--- config.mk ---
export PLATFORM = sky130hd
export DESIGN_NAME = sha256_block_compress_core
export DESIGN_NICKNAME = d
export VERILOG_FILES = /design/src/hw/rtl/shc_pkg.sv /design/src/hw/rtl/shc_front.sv /design/src/hw/rtl/shc_queue.sv /design/src/hw/rtl/shc_back.sv /design/src/hw/rtl/sha256_block_compress_core.sv
export SDC_FILE = /design/constraint.sdc
export NUM_CORES = 2
export LEC_CHECK = 0
export BUFFER_PORTS_ARGS = -buffer_cell sky130_fd_sc_hd__buf_2
export CAP_MARGIN = 20
export CORE_UTILIZATION = 25
export DETAILED_ROUTE_END_ITERATION = 8
export GPL_ROUTABILITY_DRIVEN = 0
export PLACE_DENSITY = 0.41
export SLEW_MARGIN = 20
export SYNTH_ARGS = -nofsm -noshare
export SYNTH_HDL_FRONTEND = slang
export SYNTH_HIERARCHICAL = 1
export SYNTH_SLANG_ARGS = --single-unit
export TNS_END_PERCENT = 100
--- constraint.sdc ---
create_clock -name clock -period 40 [get_ports clock]
set_input_delay 2 -clock clock [delete_from_list [all_inputs] [get_ports clock]]
set_output_delay 2 -clock clock [all_outputs]
set_load 0.005 [all_outputs]
--- src/hw/rtl/shc_pkg.sv ---
// shared types and constants for the sha-256 block compression core
`default_nettype none

package shc_pkg;

   localparam int unsigned QueueDepth = 4;
   localparam int unsigned QueuePtrBits = $clog2(QueueDepth);

   typedef logic [31:0] shc_word_type;

   // one queued message word with its classification
   typedef struct packed {
      shc_word_type word;
      logic         reload;
      logic         last;
   } shc_entry_type;

   localparam shc_word_type INIT_VALUE [8] = '{
      32'h6a09e667, 32'hbb67ae85, 32'h3c6ef372, 32'ha54ff53a,
      32'h510e527f, 32'h9b05688c, 32'h1f83d9ab, 32'h5be0cd19
   };

   localparam shc_word_type ROUND_K [64] = '{
      32'h428a2f98, 32'h71374491, 32'hb5c0fbcf, 32'he9b5dba5,
      32'h3956c25b, 32'h59f111f1, 32'h923f82a4, 32'hab1c5ed5,
      32'hd807aa98, 32'h12835b01, 32'h243185be, 32'h550c7dc3,
      32'h72be5d74, 32'h80deb1fe, 32'h9bdc06a7, 32'hc19bf174,
      32'he49b69c1, 32'hefbe4786, 32'h0fc19dc6, 32'h240ca1cc,
      32'h2de92c6f, 32'h4a7484aa, 32'h5cb0a9dc, 32'h76f988da,
      32'h983e5152, 32'ha831c66d, 32'hb00327c8, 32'hbf597fc7,
      32'hc6e00bf3, 32'hd5a79147, 32'h06ca6351, 32'h14292967,
      32'h27b70a85, 32'h2e1b2138, 32'h4d2c6dfc, 32'h53380d13,
      32'h650a7354, 32'h766a0abb, 32'h81c2c92e, 32'h92722c85,
      32'ha2bfe8a1, 32'ha81a664b, 32'hc24b8b70, 32'hc76c51a3,
      32'hd192e819, 32'hd6990624, 32'hf40e3585, 32'h106aa070,
      32'h19a4c116, 32'h1e376c08, 32'h2748774c, 32'h34b0bcb5,
      32'h391c0cb3, 32'h4ed8aa4a, 32'h5b9cca4f, 32'h682e6ff3,
      32'h748f82ee, 32'h78a5636f, 32'h84c87814, 32'h8cc70208,
      32'h90befffa, 32'ha4506ceb, 32'hbef9a3f7, 32'hc67178f2
   };

endpackage

`default_nettype wire

--- src/hw/rtl/shc_front.sv ---
// front end: word counter and classification of incoming message words
`default_nettype none

module shc_front
   import shc_pkg::*;
(
   input  wire logic          clock,
   input  wire logic          reset,
   input  wire logic          start,
   input  wire shc_word_type  req_message_word,
   input  wire logic          req_new_message,
   input  wire logic          queue_full,
   output logic               busy,
   output logic               push,
   output shc_entry_type      push_entry
);

   logic [3:0] count_ff;
   logic [3:0] count_in;

   assign busy = queue_full;
   assign push = start & ~queue_full;

   always_comb begin
      push_entry.word   = req_message_word;
      // the flag only counts on the first word of a block
      push_entry.reload = req_new_message & (count_ff == 4'd0);
      push_entry.last   = (count_ff == 4'd15);
      count_in          = push ? count_ff + 4'd1 : count_ff;
   end

   always_ff @(posedge clock) begin
      if (reset) begin
         count_ff <= 4'd0;
      end else begin
         count_ff <= count_in;
      end
   end

endmodule

`default_nettype wire

--- src/hw/rtl/shc_queue.sv ---
// short word queue between front end and compression engine
`default_nettype none

module shc_queue
   import shc_pkg::*;
(
   input  wire logic           clock,
   input  wire logic           reset,
   input  wire logic           push,
   input  wire shc_entry_type  push_entry,
   input  wire logic           pop,
   output logic                full,
   output logic                empty,
   output shc_entry_type       pop_entry
);

   shc_entry_type                mem_ff [QueueDepth];
   logic [QueuePtrBits-1:0]      wr_ptr_ff;
   logic [QueuePtrBits-1:0]      wr_ptr_in;
   logic [QueuePtrBits-1:0]      rd_ptr_ff;
   logic [QueuePtrBits-1:0]      rd_ptr_in;
   logic [QueuePtrBits:0]        fill_ff;
   logic [QueuePtrBits:0]        fill_in;
   logic                         do_push;
   logic                         do_pop;

   assign full      = (fill_ff == (QueuePtrBits+1)'(QueueDepth));
   assign empty     = (fill_ff == '0);
   assign pop_entry = mem_ff[rd_ptr_ff];

   always_comb begin
      do_push = push & ~full;
      do_pop  = pop & ~empty;
      wr_ptr_in = wr_ptr_ff;
      rd_ptr_in = rd_ptr_ff;
      if (do_push) begin
         wr_ptr_in = (wr_ptr_ff == QueuePtrBits'(QueueDepth - 1)) ? '0 : wr_ptr_ff + 1'b1;
      end
      if (do_pop) begin
         rd_ptr_in = (rd_ptr_ff == QueuePtrBits'(QueueDepth - 1)) ? '0 : rd_ptr_ff + 1'b1;
      end
      fill_in = fill_ff + (QueuePtrBits+1)'(do_push) - (QueuePtrBits+1)'(do_pop);
   end

   always_ff @(posedge clock) begin
      if (do_push) begin
         mem_ff[wr_ptr_ff] <= push_entry;
      end
   end

   always_ff @(posedge clock) begin
      if (reset) begin
         wr_ptr_ff <= '0;
         rd_ptr_ff <= '0;
         fill_ff   <= '0;
      end else begin
         wr_ptr_ff <= wr_ptr_in;
         rd_ptr_ff <= rd_ptr_in;
         fill_ff   <= fill_in;
      end
   end

endmodule

`default_nettype wire

--- src/hw/rtl/shc_back.sv ---
// compression engine: schedule window, round datapath, chaining value, digest output
`default_nettype none

module shc_back
   import shc_pkg::*;
(
   input  wire logic           clock,
   input  wire logic           reset,
   input  wire logic           queue_empty,
   input  wire shc_entry_type  pop_entry,
   output logic                pop,
   output logic                rsp_valid,
   output shc_word_type        rsp_digest_word,
   output logic [2:0]          rsp_digest_index,
   output logic                rsp_digest_last
);

   localparam logic [1:0] ST_LOAD  = 2'd0;
   localparam logic [1:0] ST_ROUND = 2'd1;
   localparam logic [1:0] ST_ADD   = 2'd2;
   localparam logic [1:0] ST_EMIT  = 2'd3;

   function automatic shc_word_type rotr(input shc_word_type x, input int unsigned n);
      rotr = (x >> n) | (x << (32 - n));
   endfunction

   logic [1:0]    state_ff;
   logic [1:0]    state_in;
   logic [5:0]    round_ff;
   logic [5:0]    round_in;
   logic [2:0]    idx_ff;
   logic [2:0]    idx_in;
   shc_word_type  win_ff   [16];
   shc_word_type  win_in   [16];
   shc_word_type  v_ff     [8];
   shc_word_type  v_in     [8];
   shc_word_type  chain_ff [8];
   shc_word_type  chain_in [8];
   logic          valid_ff;
   logic          valid_in;
   shc_word_type  word_ff;
   shc_word_type  word_in;
   logic [2:0]    index_ff;
   logic [2:0]    index_in;
   logic          last_ff;
   logic          last_in;

   shc_word_type  s0;
   shc_word_type  s1;
   shc_word_type  w_next;
   shc_word_type  big0;
   shc_word_type  big1;
   shc_word_type  ch;
   shc_word_type  maj;
   shc_word_type  t1;
   shc_word_type  t2;

   assign rsp_valid        = valid_ff;
   assign rsp_digest_word  = word_ff;
   assign rsp_digest_index = index_ff;
   assign rsp_digest_last  = last_ff;

   // message expansion and one round
   always_comb begin
      s0     = rotr(win_ff[1], 7) ^ rotr(win_ff[1], 18) ^ (win_ff[1] >> 3);
      s1     = rotr(win_ff[14], 17) ^ rotr(win_ff[14], 19) ^ (win_ff[14] >> 10);
      w_next = win_ff[0] + s0 + win_ff[9] + s1;
      big1   = rotr(v_ff[4], 6) ^ rotr(v_ff[4], 11) ^ rotr(v_ff[4], 25);
      ch     = (v_ff[4] & v_ff[5]) ^ (~v_ff[4] & v_ff[6]);
      t1     = v_ff[7] + big1 + ch + ROUND_K[round_ff] + win_ff[0];
      big0   = rotr(v_ff[0], 2) ^ rotr(v_ff[0], 13) ^ rotr(v_ff[0], 22);
      maj    = (v_ff[0] & v_ff[1]) ^ (v_ff[0] & v_ff[2]) ^ (v_ff[1] & v_ff[2]);
      t2     = big0 + maj;
   end

   always_comb begin
      state_in = state_ff;
      round_in = round_ff;
      idx_in   = idx_ff;
      win_in   = win_ff;
      v_in     = v_ff;
      chain_in = chain_ff;
      valid_in = 1'b0;
      word_in  = word_ff;
      index_in = index_ff;
      last_in  = last_ff;
      pop      = 1'b0;
      unique case (state_ff)
         ST_LOAD: begin
            if (!queue_empty) begin
               pop = 1'b1;
               if (pop_entry.reload) begin
                  chain_in = INIT_VALUE;
               end
               for (int i = 0; i < 15; i++) begin
                  win_in[i] = win_ff[i+1];
               end
               win_in[15] = pop_entry.word;
               if (pop_entry.last) begin
                  if (pop_entry.reload) begin
                     v_in = INIT_VALUE;
                  end else begin
                     v_in = chain_ff;
                  end
                  round_in = 6'd0;
                  state_in = ST_ROUND;
               end
            end
         end
         ST_ROUND: begin
            for (int i = 0; i < 15; i++) begin
               win_in[i] = win_ff[i+1];
            end
            win_in[15] = w_next;
            v_in[7] = v_ff[6];
            v_in[6] = v_ff[5];
            v_in[5] = v_ff[4];
            v_in[4] = v_ff[3] + t1;
            v_in[3] = v_ff[2];
            v_in[2] = v_ff[1];
            v_in[1] = v_ff[0];
            v_in[0] = t1 + t2;
            round_in = round_ff + 6'd1;
            if (round_ff == 6'd63) begin
               state_in = ST_ADD;
            end
         end
         ST_ADD: begin
            for (int i = 0; i < 8; i++) begin
               chain_in[i] = chain_ff[i] + v_ff[i];
            end
            idx_in   = 3'd0;
            state_in = ST_EMIT;
         end
         ST_EMIT: begin
            valid_in = 1'b1;
            word_in  = chain_ff[idx_ff];
            index_in = idx_ff;
            last_in  = (idx_ff == 3'd7);
            idx_in   = idx_ff + 3'd1;
            if (idx_ff == 3'd7) begin
               state_in = ST_LOAD;
            end
         end
         default: begin
            state_in = ST_LOAD;
         end
      endcase
   end

   always_ff @(posedge clock) begin
      round_ff <= round_in;
      idx_ff   <= idx_in;
      win_ff   <= win_in;
      v_ff     <= v_in;
      word_ff  <= word_in;
      index_ff <= index_in;
      last_ff  <= last_in;
   end

   always_ff @(posedge clock) begin
      if (reset) begin
         state_ff <= ST_LOAD;
         chain_ff <= INIT_VALUE;
         valid_ff <= 1'b0;
      end else begin
         state_ff <= state_in;
         chain_ff <= chain_in;
         valid_ff <= valid_in;
      end
   end

endmodule

`default_nettype wire

--- src/hw/rtl/sha256_block_compress_core.sv ---
// top level of the sha-256 block compression core
//
// input: one 32-bit message word per accepted start (start high, busy low), sixteen
//   words make a block; req_new_message on the first word of a block reloads the
//   standard initial hash value before that block, and is ignored on later words
// output: after each sixteenth word the eight updated chaining words come out on
//   rsp_digest_word, index 0 first, one per cycle with rsp_valid high, rsp_digest_last
//   marking index 7; the receiver cannot stall, every strobed word is taken
// structure: a front end counts and tags words, a four-entry queue decouples it from
//   the compression engine, which shifts words into a 16-word schedule window and
//   then runs one round per cycle on a single round datapath
// sequence: each block takes 16 word loads, 64 rounds, one add and 8 output words in
//   that order on the single round datapath; busy rises only when the queue is full,
//   so up to four words of the next block are taken during rounds
// reset: synchronous, clears the word count, queue and engine state and loads the
//   initial hash value
`default_nettype none

module sha256_block_compress_core
   import shc_pkg::*;
(
   input  wire logic          clock,
   input  wire logic          reset,
   input  wire logic          start,
   output logic               busy,
   input  wire shc_word_type  req_message_word,
   input  wire logic          req_new_message,
   output logic               rsp_valid,
   output shc_word_type       rsp_digest_word,
   output logic [2:0]         rsp_digest_index,
   output logic               rsp_digest_last
);

   // front end to queue
   logic           push;
   shc_entry_type  push_entry;
   logic           queue_full;

   // queue to engine
   logic           pop;
   logic           queue_empty;
   shc_entry_type  pop_entry;

   shc_front u_front (
      .clock            (clock),
      .reset            (reset),
      .start            (start),
      .req_message_word (req_message_word),
      .req_new_message  (req_new_message),
      .queue_full       (queue_full),
      .busy             (busy),
      .push             (push),
      .push_entry       (push_entry)
   );

   shc_queue u_queue (
      .clock      (clock),
      .reset      (reset),
      .push       (push),
      .push_entry (push_entry),
      .pop        (pop),
      .full       (queue_full),
      .empty      (queue_empty),
      .pop_entry  (pop_entry)
   );

   // engine drives the registered result word directly
   shc_back u_back (
      .clock            (clock),
      .reset            (reset),
      .queue_empty      (queue_empty),
      .pop_entry        (pop_entry),
      .pop              (pop),
      .rsp_valid        (rsp_valid),
      .rsp_digest_word  (rsp_digest_word),
      .rsp_digest_index (rsp_digest_index),
      .rsp_digest_last  (rsp_digest_last)
   );

endmodule

`default_nettype wire

==> run summary <==
After clock tree synthesis, the setup repair step added 0 buffers. The number of CTS-inserted buffers came out at around 160. The clock edge transition at the registers on the reported setup and hold paths is 0.06 ns. The share of flip-flops with an asynchronous set or reset after synthesis came out at 0%. The worst-case clock buffer depth came out at 4. The cell with the most instances on the worst path is sky130_fd_sc_hd__o21ai_0. Setup violations remaining at the end of the flow were counted as 0.

The number of enable-type register cells in the synthesized netlist is 949. The final-layout fill cell count came out at around 30000. In the final layout, the multi-input gates occupy around 35000 sq um. The worst endpoint required time is 40.53 ns. The iteration count of the initial detailed-routing pass is 7.

The floorplan die area came out at roughly 290000 sq um. The startpoint class of the critical path is a flop. STA puts the critical path data arrival time at roughly 11 ns. The distinct cell type count after synthesis is 94.

The sink count of the clock tree is 1221. The register area came out at 33950 sq um. The number of instances in the synthesized netlist is roughly 6700. At the pin with the least slew margin, the transition time is roughly 1.1 ns.

The leading cell type in the layout, fill and taps excluded is sky130_fd_sc_hd__edfxtp_1. The number of warnings printed during yosys synthesis is 6. The residual overflow from global routing is 0. Summing the sequential cell areas from Yosys gives ~47% of the chip area.

The overall die width is around 540 microns. The flow ran to the end, and the final reports show no timing, DRC or antenna violations. For the final routed database, the setup TNS stands at 0 ns. The worst slew margin relative to its limit is between 20% and 30%.

The number of H-tree levels came out at 4. The total routing resource utilization after global routing is 16.76%. The number of cells upsized or downsized after cts is 0.

The critical path start-end classification is flop to flop. Counting I/O delays and the setup requirement, the final critical path takes about 10 ns. After detailed placement, the design holds a cell count of around 10000. The number of hold buffers added after cts came out at 0.

Of all nets on the critical path, the largest fanout is 21. 74 I/O pins were placed. The first routing iteration left between 5000 and 6000 violations.

The number of nets in the layout is roughly 7300. The post-synthesis sequential element count is ~1200. The period utilization came out at 25.86%. In the routed layout, each cell is associated on average with a via count of 4.907.

For this run, the leading register cell type out of synthesis is sky130_fd_sc_hd__edfxtp_1. The placeable core area came out at roughly 290000 sq um. CTS placed an instance of sky130_fd_sc_hd__clkbuf_16 at the clock tree root.

On the critical path, the stage with the largest delay is an instance of sky130_fd_sc_hd__a2111oi_0. In this run the mean area of a mapped cell was approximately 11 sq um. The first global-routing pass estimated 360800 microns of wire. The latest clock arrival within the worst-skew pair is 0.85 ns. The clock arrives with about 0.085 ns of skew. The CTS tree is yes. The count of antenna-violating nets left after detailed routing came out at 0. The vias after detailed routing is slightly above 50000.

The netlist area before placement is between 70000 and 80000 sq um. The total wire length came out at 249300 microns. Counting every net in the synthesized netlist gives between 7000 and 8000. The class of the tightest hold or removal check is flop to flop. Counting both buffers and inverters, the worst setup path holds a total of 2.

The effective utilization at floorplan came out at 25.20%. The share of post-route cells with drive strength above 1 is under 10%. Setup repair after global routing left no endpoint under its margin.

The relative area change from synthesis to final layout is 12.76%. Timing would allow up to 96.68 MHz. The number of antenna violations at the first check in global routing came to 11. For this run, the slowest stage of the critical path takes approximately 0.9 ns. The wire length per cell came out at approximately 24 microns. The pin count of the biggest net entering global routing came out at 168. The number of hold violations in the final report was 0. The vertical extent of the die is ~540 microns. Once detailed placement completed, the half-perimeter wirelength came to roughly 180000 microns. STA classifies the critical path endpoint as a flop. The count of placed standard cells in the final layout, fillers left out came out at roughly 10000.

The count of pins over their slew limit came out at 0. Leaving out fill and tap cells, the most frequent cells in the layout are sky130_fd_sc_hd__edfxtp_1, sky130_fd_sc_hd__nand2_1, sky130_fd_sc_hd__o21ai_0, sky130_fd_sc_hd__nor2_1, sky130_fd_sc_hd__inv_1. The number of global-route vias before repair is 49954.

The max-cap check violation count came out at 0. The top cell family by delay on the critical path is compound AO/OA/AOI/OAI gates. Buffers placed on the I/O ports in this run total 73. The initialized floorplan defines 196 standard-cell rows.

The DRC violations left came out at 0.
## metal layers
metal	up-vias	track usage, %	wire length, microns
met5	-	0	9
met4	2	3.892	5522
met3	307	2.797	15680
met2	1708	25.28	107500
met1	25638	24.73	120600
li1	23835	-	-
## area by class of cell
class / count / share of cell area (%)
well taps: 3762 / 5.794
repair buffers: 155 / 1.272
multi-input cells: 4634 / 43.17
diodes: 2 / 0.006160
clock buffers: 198 / 5.061
inverters: 450 / 2.091
flip-flops and latches: 1221 / 41.78
clock inverters: 72 / 0.8270
## flip-flops by register name (all words and copies together) (netlist names), named ones only
register                 cells
u_back/chain_ff            256
u_back/rsp_valid             1
u_front/count_ff             4
u_queue/mem_ff             136
u_back/v_ff                256
u_queue/fill_ff              3
u_back/win_ff              512
u_back/state_ff              2
u_back/rsp_digest_word      32
u_back/round_ff              6
u_back/idx_ff                3
u_back/rsp_digest_index      3
u_queue/rd_ptr_ff            2
u_queue/wr_ptr_ff            2
u_back/rsp_digest_last       1
## stage by stage
| step | hold slack (ns) | utilization (%) | cell area, sq um | worst slack, ns |
|---|---|---|---|---|
| 6_report | 0.3912 | 28.41 | 81250 | 29.66 |
| 3_3_place_gp | 0.4001 | 26.74 | 76450 | 30.09 |
| 2_1_floorplan | 0.4003 | - | 72050 | 6.593 |
| 3_5_place_dp | 0.4045 | 26.74 | 76450 | 30.01 |
| 5_1_grt | 0.3850 | 28.41 | 81240 | 29.03 |
| 4_1_cts | 0.3802 | 28.41 | 81240 | 29.88 |
## Yosys cell counts, types with 23 or more instances
cell                       instances  area (sq um)
sky130_fd_sc_hd__edfxtp_1        949         28500
sky130_fd_sc_hd__nand2_1         662          2485
sky130_fd_sc_hd__o21ai_0         494          2472
sky130_fd_sc_hd__nor2_1          472          1772
sky130_fd_sc_hd__inv_1           448          1682
sky130_fd_sc_hd__ha_1            410          5130
sky130_fd_sc_hd__a21oi_1         402          2012
sky130_fd_sc_hd__xnor2_1         365          3197
sky130_fd_sc_hd__dfxtp_1         272          5445
sky130_fd_sc_hd__clkbuf_1        266         998.5
sky130_fd_sc_hd__xor2_1          217          1901
sky130_fd_sc_hd__fa_1            198          3964
sky130_fd_sc_hd__a21o_1          169          1269
sky130_fd_sc_hd__mux4_2          104          2342
sky130_fd_sc_hd__o22ai_1         104         650.6
sky130_fd_sc_hd__nor3_1           99         495.5
sky130_fd_sc_hd__mux2_2           83         934.7
sky130_fd_sc_hd__a22oi_1          68         510.5
sky130_fd_sc_hd__nand3_1          66         330.3
sky130_fd_sc_hd__a211oi_1         57         427.9
sky130_fd_sc_hd__nor2b_1          57         356.6
sky130_fd_sc_hd__nand2b_1         54         337.8
sky130_fd_sc_hd__o21a_1           54         405.4
sky130_fd_sc_hd__buf_1            41         153.9
sky130_fd_sc_hd__o21bai_1         38         285.3
sky130_fd_sc_hd__buf_4            37         277.8
sky130_fd_sc_hd__a31oi_1          30         187.7
sky130_fd_sc_hd__and3_1           30         187.7
sky130_fd_sc_hd__o211ai_1         29         217.7
sky130_fd_sc_hd__nand4_1          26         162.7
sky130_fd_sc_hd__and2_1           24         150.1
sky130_fd_sc_hd__o311ai_0         23         201.4
sky130_fd_sc_hd__o31ai_1          23         172.7
## logic make-up after synthesis
logic type / synth area share [%]
xor gates and xnor gates: 7.075
AOI/OAI and AO/OA: 14.33
muxes: 4.716
buffers and inverters: 4.359
adders and majority gates: 12.93
DFF: 47.11
and+or+nand+nor: 9.483
## worst reg2reg max path: cells and delay by family (launching register included)
| kind | cells | cell delay [ns] |
|---|---|---|
| AOI/OAI and AO/OA | 18 | 4.41 |
| adders and majority gates | 5 | 2.62 |
| DFF | 1 | 0.79 |
| and+or+nand+nor | 4 | 0.74 |
| muxes | 1 | 0.53 |
| buffers and inverters | 2 | 0.50 |
| xor gates and xnor gates | 2 | 0.43 |
## worst paths after layout
kind                            from            endpoint  slack [ns]  depth (start not counted)
hold / removal    u_back/win_ff[124]  u_back/win_ff[156]        0.39                          0
hold reg to reg   u_back/win_ff[124]  u_back/win_ff[156]        0.39                          0
setup / recovery  u_back/round_ff[0]    u_back/v_ff[255]       29.66                         32
setup reg to reg  u_back/round_ff[0]    u_back/v_ff[255]       29.66                         32
Power is left out: the tool's default activity adds up to more than one toggle a clock period on the data nets, which glitch-free logic cannot reach.
